File: src/rtl/spgbf_pkg.sv
package spgbf_pkg;

  // table and country sizes
  localparam int TABLE_ENTRIES = 1024;
  localparam int COUNTRY_COUNT = 256;

  localparam int TABLE_AW  = (TABLE_ENTRIES > 1) ? $clog2(TABLE_ENTRIES) : 1;
  localparam int FLAG_AW   = $clog2(COUNTRY_COUNT);
  localparam int CLEAR_LEN = (TABLE_ENTRIES > COUNTRY_COUNT) ? TABLE_ENTRIES : COUNTRY_COUNT;
  localparam int CNT_W     = $clog2(CLEAR_LEN);

  // request kinds
  localparam logic [1:0] REQ_CLASSIFY = 2'd0;
  localparam logic [1:0] REQ_ENTRY    = 2'd1;
  localparam logic [1:0] REQ_FLAG     = 2'd2;

  // decision reasons
  localparam logic [2:0] RSN_NON_IP    = 3'd0;
  localparam logic [2:0] RSN_TRUNCATED = 3'd1;
  localparam logic [2:0] RSN_NO_MATCH  = 3'd2;
  localparam logic [2:0] RSN_ALLOWED   = 3'd3;
  localparam logic [2:0] RSN_BLOCKED   = 3'd4;
  localparam logic [2:0] RSN_WRITE     = 3'd5;

  localparam logic [15:0] ETYPE_IPV4     = 16'h0800;
  localparam logic [15:0] ETYPE_IPV6     = 16'h86DD;
  localparam logic [15:0] ETH_HDR_BYTES  = 16'd14;
  localparam logic [15:0] IPV4_MIN_BYTES = 16'd34;
  localparam logic [15:0] IPV6_MIN_BYTES = 16'd54;
  localparam logic [7:0]  IPV4_BITS      = 8'd32;
  localparam logic [7:0]  IPV6_BITS      = 8'd128;

  // request payload, last field in the lowest bits
  typedef struct packed {
    logic [2:0]  pad;
    logic        country_blocked;
    logic [7:0]  country_code;
    logic [7:0]  prefix_length;
    logic        entry_is_ipv6;
    logic        entry_valid;
    logic [9:0]  entry_index;
    logic [63:0] addr_low;
    logic [63:0] addr_high;
    logic [15:0] ether_type;
    logic [15:0] frame_length;
  } in_item_t;

  localparam int IN_DATA_W = $bits(in_item_t);

  typedef struct packed {
    logic [5:0] pad;
    logic [7:0] matched_country;
    logic       prefix_matched;
    logic       verdict_drop;
  } out_data_t;

  localparam int OUT_DATA_W = $bits(out_data_t);

  // one prefix table word
  typedef struct packed {
    logic        valid;
    logic        is_ipv6;
    logic [7:0]  plen;
    logic [7:0]  country;
    logic [63:0] addr_hi;
    logic [63:0] addr_lo;
  } tbl_entry_t;

  localparam int TBL_W = $bits(tbl_entry_t);

  // controller to datapath
  typedef struct packed {
    logic             accept;
    logic             clear;
    logic             scan;
    logic [CNT_W-1:0] idx;
    logic             flag_rd;
    logic             finish;
    logic             push;
  } ctrl_cmd_t;

  // datapath to controller
  typedef struct packed {
    logic need_scan;
    logic pipe_busy;
  } dp_stat_t;

  // mask of the len leading bits of a 128-bit key
  function automatic logic [127:0] lead_mask(input logic [7:0] len);
    logic [127:0] m;
    m = '0;
    for (int j = 0; j < 128; j++) begin
      m[127-j] = (j < int'(len));
    end
    return m;
  endfunction

endpackage

File: src/rtl/spgbf_ctrl.sv
module spgbf_ctrl (
  input  logic                  clk,
  input  logic                  rst_n,
  input  logic                  in_tvalid,
  output logic                  in_tready,
  output logic                  out_tvalid,
  input  logic                  out_tready,
  input  spgbf_pkg::dp_stat_t   stat,
  output spgbf_pkg::ctrl_cmd_t  cmd
);

  localparam logic [2:0] ST_CLEAR  = 3'd0;
  localparam logic [2:0] ST_IDLE   = 3'd1;
  localparam logic [2:0] ST_SCAN   = 3'd2;
  localparam logic [2:0] ST_DRAIN  = 3'd3;
  localparam logic [2:0] ST_FLAG   = 3'd4;
  localparam logic [2:0] ST_FINISH = 3'd5;
  localparam logic [2:0] ST_RESULT = 3'd6;

  localparam logic [spgbf_pkg::CNT_W-1:0] CLEAR_LAST =
    spgbf_pkg::CNT_W'(spgbf_pkg::CLEAR_LEN - 1);
  localparam logic [spgbf_pkg::CNT_W-1:0] SCAN_LAST =
    spgbf_pkg::CNT_W'(spgbf_pkg::TABLE_ENTRIES - 1);

  logic [2:0]                  state_r, state_nxt;
  logic [spgbf_pkg::CNT_W-1:0] cnt_r, cnt_nxt;
  logic                        out_vld_r, out_vld_nxt;

  assign in_tready  = (state_r == ST_IDLE);
  assign out_tvalid = out_vld_r;

  always_comb begin
    state_nxt   = state_r;
    cnt_nxt     = cnt_r;
    cmd         = '0;
    cmd.idx     = cnt_r;
    case (state_r)
      ST_CLEAR: begin
        cmd.clear = 1'b1;
        if (cnt_r == CLEAR_LAST) begin
          cnt_nxt   = '0;
          state_nxt = ST_IDLE;
        end else begin
          cnt_nxt = cnt_r + 1'b1;
        end
      end
      ST_IDLE: begin
        if (in_tvalid) begin
          cmd.accept = 1'b1;
          cnt_nxt    = '0;
          state_nxt  = stat.need_scan ? ST_SCAN : ST_RESULT;
        end
      end
      ST_SCAN: begin
        cmd.scan = 1'b1;
        if (cnt_r == SCAN_LAST) begin
          cnt_nxt   = '0;
          state_nxt = ST_DRAIN;
        end else begin
          cnt_nxt = cnt_r + 1'b1;
        end
      end
      ST_DRAIN: begin
        if (!stat.pipe_busy) begin
          state_nxt = ST_FLAG;
        end
      end
      ST_FLAG: begin
        cmd.flag_rd = 1'b1;
        state_nxt   = ST_FINISH;
      end
      ST_FINISH: begin
        cmd.finish = 1'b1;
        state_nxt  = ST_RESULT;
      end
      ST_RESULT: begin
        if (!out_vld_r || out_tready) begin
          cmd.push  = 1'b1;
          state_nxt = ST_IDLE;
        end
      end
      default: begin
        state_nxt = ST_IDLE;
      end
    endcase
    out_vld_nxt = cmd.push | (out_vld_r & ~out_tready);
  end

  always_ff @(posedge clk) begin
    if (!rst_n) begin
      state_r   <= ST_CLEAR;
      cnt_r     <= '0;
      out_vld_r <= 1'b0;
    end else begin
      state_r   <= state_nxt;
      cnt_r     <= cnt_nxt;
      out_vld_r <= out_vld_nxt;
    end
  end

endmodule

File: config.mk
export PLATFORM = sky130hd
export DESIGN_NAME = spgbf_ctrl
export DESIGN_NICKNAME = d
export VERILOG_FILES = /design/src/rtl/spgbf_pkg.sv /design/src/rtl/spgbf_ctrl.sv
export SDC_FILE = /design/constraint.sdc
export NUM_CORES = 1
export LEC_CHECK = 0
export BUFFER_PORTS_ARGS = -buffer_cell sky130_fd_sc_hd__buf_2
export CAP_MARGIN = 20
export CORE_MARGIN = 3
export CORE_UTILIZATION = 40
export CTS_CLUSTER_DIAMETER = 80
export CTS_CLUSTER_SIZE = 20
export DETAILED_ROUTE_END_ITERATION = 12
export GPL_TIMING_DRIVEN = 0
export SYNTH_ARGS = -nofsm -noshare
export SYNTH_HDL_FRONTEND = slang
export SYNTH_SLANG_ARGS = --single-unit
File: constraint.sdc
create_clock -name clk -period 2.3 [get_ports clk]
set_clock_uncertainty 0.2 [all_clocks]
set_input_delay 0.345 -clock clk [delete_from_list [all_inputs] [get_ports clk]]
set_output_delay 0.345 -clock clk [all_outputs]
set_load 0.02 [all_outputs]
==> summary.md, run 1 <==
| Metric | Value |
|---|---|
| Via count | 815 |
| Average cell area after synthesis | 8.46 um2 |
| Setup crit end kind | primary output |
| Distinct cell type count after synthesis | 39 |
| Mapped Area | 855 um2 |
| Largest net degree at the start of global routing | 11 |
| Ranking of synthesized cells by area | dfxtp_1, nor2_1, xnor2_1 |
| Post-CTS setup buffer count | 0 |
| Worst skew pair latency | 280 ps |
| EDFF count, synth | 0 |
| Diode count | 0 |
| Die area | 0.00273 mm2 |
| Core ar. | 0.00200 mm2 |
| Final-stage net count | 134 |
| Maximum VDD drop | 242 uV |
| Delay-heaviest family, CP | buffers and inverters |
| Post-DRT Antenna Nets | 0 |
| Maxcap violations | 0 |
| WHS Endpoint | state_r[2] |
| Post-layout minimum cycle time | 2150 ps |
| Worst min path class | in -> reg |
| Drt wl/cell | 12.9 um |
| Share of cells above drive strength 1 | 0.302 |
| Mapped Cells | 101 |
| Hold depth | 2 |
| Post-CTS Hold Buffers | 0 |
| Critical path peak fanout | 10 |
| Critical Path RT | 1750 ps |
| Starting Density | 0.427 |
| Setup WS pre-CTS | 466 ps |
| WS Path Type | reg -> out |
| TritonCTS Buffers | 3 |
| Die Y | 52.2 um |
| Critical path's slowest cell | clkbuf_1 |
| RSZ-0062 raised after global routing | no |
| Worst-Margin Slew | 363 ps |
| CP cell instances | buf_2 > clkbuf_1 > nor2_1 > and2_1 > buf_2 |
| FMAX | 464 MHz |
| Clock transition at path regs | 90 ps |
| Number of hold violations in the final report | 0 |
| Yosys top cell area share | 0.328 |
| Initial antenna violation count | 0 |
| Total track usage | 0.153 |
| Type of origin of the critical path | flop |
| Worst reg-to-reg setup slack | 650 ps |
| Fillers | 200 |
| Via density | 5.33 |
| Fin. max-slew vios | 0 |
| Top_reg_cell synth | dfxtp_1 |
| Post-synth ARST share | 0 |
| Area leader, netlist | dfxtp_1 |
| Crit Reg-Reg Endpoint | cnt_r[4] |
| Tot Pwr | 0.473 mW |
| Area Overhead vs Synth | 20.6% |
| Final period util | 0.937 |
| Synthesis-stage register bit count | 14 |
| Worst Path Arrival | 1610 ps |
| Syn nets | 108 |
| Drt drc | 0 |
| Post-DP HPWL | 1500 um |
| Max Root-Sink Buffers | 2 |
| CTS tree | yes |
| Port Buffer Count | 22 |
| Status | complete, no violations |
| Worst Slack Setup Final | 145 ps |
| CP max stage delay | 340 ps |
| Resized cells post-CTS | 0 |
| Buf/Inv on CP | 3 |
| Sequential area share after synthesis | 0.328 |
| WL final | 1970 um |
| Chip width | 52.2 um |
| Worst r2r src | cnt_r[0] |
| TNS Setup | 0 ps |
| Clk Tree Root Cell | clkbuf_4 |
| Detailed-router iteration count before antenna repair | 4 |
| H-tree Lvls | 1 |
| DRT iter0 DRCs | 10 |
| Gpl congestion | 0.803 |
| I/O pins | 24 |
| Most frequent CP cell | buf_2 |
| Clock sinks | 14 |
| Lkg Pwr | 0.412 nW |
| YS warnings | 0 |
| Grt ovf | 0 |
| Setup violators final | 0 |
| Pwr/cell area | 459 mW/mm2 |
| Vias in the first global route | 679 |
| R2R cell count | 5 |
| Multi-input gate area | 527 um2 |
| Slew HR | 0.758 |
| First-pass GRT wire length | 3110 um |
| Sequential cell area | 280 um2 |
| # rows | 16 |
| Post-synth top cells | dfxtp_1, nor2_1, nand2_1 |
| HP Start | rst_n |
## per-layer routing
| metal | track usage | share of wire | up-vias |
|---|---|---|---|
| li1 | - | - | 414 |
| met1 | 0.212 | 0.49 | 373 |
| met2 | 0.224 | 0.45 | 24 |
| met3 | 0.0285 | 0.055 | 4 |
| met4 | 0.0766 | 0.0092 | 0 |
| met5 | 0 | 0 | - |
## registers in the layout (all words and copies together) (netlist names)
signal	cells
cnt_r	10
state_r	3
out_tvalid	1
## worst max-delay path by stage
stage / from / end / cells past startpoint
final: state_r[0] / cmd[13] / 5
after global placement: state_r[0] / cmd[13] / 5
after floorplan: state_r[0] / cmd[15] / 3
after detailed placement: state_r[0] / cmd[13] / 5
after CTS: state_r[0] / cmd[13] / 5
after global routing: state_r[0] / cmd[13] / 5
## layout make-up
class / count / share of cell area
Multi-Input combinational cell: 77 / 0.511
Sequential cell: 14 / 0.272
Timing Repair Buffer: 22 / 0.107
Clock buffer: 4 / 0.0352
Tap cell: 27 / 0.0328
Buffer: 5 / 0.0279
Inverter: 4 / 0.0146
## worst register-to-register path, cell delays in order, from the launching register on
cell and delay (ps):
dfxtp_1 410, ha_1 220, nand3_1 100, o31a_2 330, a21oi_4 200, nor2_1 80
## cells in the final DEF, fill, tap and decap left out, drive strengths merged, types with 3 or more instances in the layout
cell type,Yosys,final
xnor2,6,6
nand2,7,7
clkbuf,4,7
a211oi,4,4
inv,4,4
o21ai,6,6
nand3b,3,3
buf,2,24
nor2,14,14
a21oi,4,4
nand2b,3,3
nand3,5,5
dfxtp,14,14
## kinds of logic (layout without fill, tap and decap cells)
group,Yosys count,after routing,share of synthesized area
buf+inv,10,35,0.0556
flops,14,14,0.328
xor+xnor,6,6,0.0615
simple gates,44,44,0.286
fa+ha+maj,1,1,0.0146
compound gates,26,26,0.255
## per-stage QoR
stage | hold WS, ps | std cells | cell area, um2 | util
floorplan | 334 | 101 | 855 | -
global placement | 278 | 150 | 998 | 0.499
detailed placement | 291 | 150 | 998 | 0.499
CTS | 193 | 154 | 1030 | 0.517
global route | 206 | 153 | 1030 | 0.515
finish | 198 | 153 | 1030 | 0.515
## where the power goes
group	internal (mW)	total [mW]	switching [mW]
Sequential	0.247	0.253	0.00587
Combinational	0.0157	0.0403	0.0246
Clock	0.0963	0.180	0.0840
Power figures use the tool's default switching activity.
==> run 2: changes to the inputs <==
GPL_TIMING_DRIVEN = not set   (was 0)
RECOVER_POWER = 50   (was not set)
==> summary.md, run 2 (synthesis results as in run 1) <==
| Metric | Value |
|---|---|
| Status | complete, no violations (unchanged) |
| RSZ-0062 raised after global routing | no (unchanged) |
| Area Overhead vs Synth | 17.1% (was 20.6%) |
| Multi-input gate area | 527 um2 (unchanged) |
| # rows | 16 (unchanged) |
| Max Root-Sink Buffers | 2 (unchanged) |
| Buf/Inv on CP | 1 (was 3) |
| R2R cell count | 5 (unchanged) |
| I/O pins | 24 (unchanged) |
| WHS Endpoint | state_r[2] (unchanged) |
| Setup WS pre-CTS | 528 ps (was 466 ps) |
| WS Path Type | reg -> out (unchanged) |
| Delay-heaviest family, CP | flip-flops (was buffers and inverters) |
| Worst reg-to-reg setup slack | 580 ps (was 650 ps) |
| Final period util | 0.903 (was 0.937) |
| Maximum VDD drop | 312 uV (was 242 uV) |
| Post-DP HPWL | 1420 um (was 1500 um) |
| Starting Density | 0.427 (unchanged) |
| Commonest cells after routing, fill and taps aside | nor2_1, dfxtp_1, buf_2 (was buf_2, nor2_1, dfxtp_1) |
| Clk Tree Root Cell | clkbuf_4 (unchanged) |
| Setup violators final | 0 (unchanged) |
| DR WL met3 | 79 um (was 109 um) |
| WL final | 1940 um (was 1970 um) |
| Post-layout minimum cycle time | 2080 ps (was 2150 ps) |
| Fillers | 211 (was 200) |
| Maxcap violations | 0 (unchanged) |
| Worst-Margin Slew | 647 ps (was 363 ps) |
| Met2 WL post-DR | 865 um (was 878 um) |
| Crit Reg-Reg Endpoint | cnt_r[9] (was cnt_r[4]) |
| Worst r2r src | state_r[0] (was cnt_r[0]) |
| Pwr/cell area | 472 mW/mm2 (was 459 mW/mm2) |
| Biggest register | cnt_r (unchanged) |
| Drt drc | 0 (unchanged) |
| Sequential cell area | 280 um2 (unchanged) |
| Grt ovf | 0 (unchanged) |
| Total track usage | 0.159 (was 0.153) |
| Detailed-router iteration count before antenna repair | 4 (unchanged) |
| Tot Pwr | 0.472 mW (was 0.473 mW) |
| Type of origin of the critical path | flop (unchanged) |
| Vias in the first global route | 715 (was 679) |
| Critical path's slowest cell | dfxtp_1 (was clkbuf_1) |
| Final-stage net count | 131 (was 134) |
| Post-DRT Antenna Nets | 0 (unchanged) |
| Diode count | 0 (unchanged) |
| Worst Slack Setup Final | 222 ps (was 145 ps) |
| Fin. max-slew vios | 0 (unchanged) |
| Worst Path Arrival | 1530 ps (was 1610 ps) |
| Die Y | 52.2 um (unchanged) |
| Post-CTS setup buffer count | 0 (unchanged) |
| Resized cells post-CTS | 0 (unchanged) |
| Critical path peak fanout | 20 (was 10) |
| Clock transition at path regs | 90 ps (about the same) |
| Largest net degree at the start of global routing | 21 (was 11) |
| Via density | 5.25 (was 5.33) |
| TNS Setup | 0 ps (unchanged) |
| H-tree Lvls | 1 (unchanged) |
| FMAX | 481 MHz (was 464 MHz) |
| Critical Path RT | 1750 ps (about the same) |
| Core ar. | 0.00200 mm2 (unchanged) |
| TritonCTS Buffers | 3 (unchanged) |
| Worst skew pair latency | 280 ps (about the same) |
| Hold depth | 2 (unchanged) |
| Chip width | 52.2 um (unchanged) |
| DRT iter0 DRCs | 12 (was 10) |
| Drt wl/cell | 13.0 um (was 12.9 um) |
| CP max stage delay | 740 ps (was 340 ps) |
| CP cell instances | nor3b_1 > and2_2 > buf_2 (was buf_2 > clkbuf_1 > nor2_1 > and2_1 > buf_2) |
| Number of hold violations in the final report | 0 (unchanged) |
| Via count | 787 (was 815) |
| CTS tree | yes (unchanged) |
| First-pass GRT wire length | 3240 um (was 3110 um) |
| Lkg Pwr | 0.357 nW (was 0.412 nW) |
| Final Instance Area | 0.00100 mm2 (was 0.00103 mm2) |
| Share of cells above drive strength 1 | 0.211 (was 0.302) |
| Worst min path class | in -> reg (unchanged) |
| Clock sinks | 14 (unchanged) |
| Gpl congestion | 0.836 (was 0.803) |
| DR top layer | met4 (unchanged) |
| Die area | 0.00273 mm2 (unchanged) |
| Port Buffer Count | 23 (was 22) |
| Slew HR | 0.568 (was 0.758) |
| Post-CTS Hold Buffers | 0 (unchanged) |
| Setup crit end kind | primary output (unchanged) |
| HP Start | rst_n (unchanged) |
| Area post-placement | 978 um2 (was 998 um2) |
| Max reg flops | 10 (unchanged) |
| Initial antenna violation count | 0 (unchanged) |
| WL met1 | 985 um (was 960 um) |
-- run 2: how the worst max path moves through the flow --
stage | from | end | slack, ps | cells past startpoint
5_1_grt | state_r[2] | cmd[15] | 70 | 3
3_5_place_dp | state_r[2] | cmd[15] | 530 | 3
6_report | state_r[2] | cmd[15] | 220 | 3
3_3_place_gp | state_r[2] | cmd[15] | 560 | 3
2_1_floorplan | state_r[0] | cmd[15] | 340 | 3
4_1_cts | state_r[2] | cmd[15] | 200 | 3
-- run 2: area by class of cell --
type                            count  area share
Sequential cell                    14       0.280
Tap cell                           27      0.0338
Inverter                            4      0.0150
Timing Repair Buffer               24       0.109
Multi-Input combinational cell     77       0.526
Clock buffer                        4      0.0363
-- run 2: metrics by stage --
stage | instances | hold WS [ps] | utilization
3_3_place_gp | 146 | 280 | 0.489
5_1_grt | 150 | 174 | 0.500
6_report | 150 | 181 | 0.500
3_5_place_dp | 146 | 288 | 0.489
2_1_floorplan | 101 | 334 | -
4_1_cts | 150 | 171 | 0.507
-- run 2: routing by layer --
| layer | vias up | global-route usage |
|---|---|---|
| met2 | 13 | 0.243 |
| met1 | 365 | 0.215 |
| met4 | 0 | 0.0638 |
| met3 | 2 | 0.0370 |
| met5 | - | 0 |
| li1 | 407 | - |
-- run 2: power breakdown --
part           switching [mW]  internal [mW]
sequential            0.00610          0.247
clock                  0.0839         0.0962
combinational          0.0246         0.0145
total                   0.115          0.357
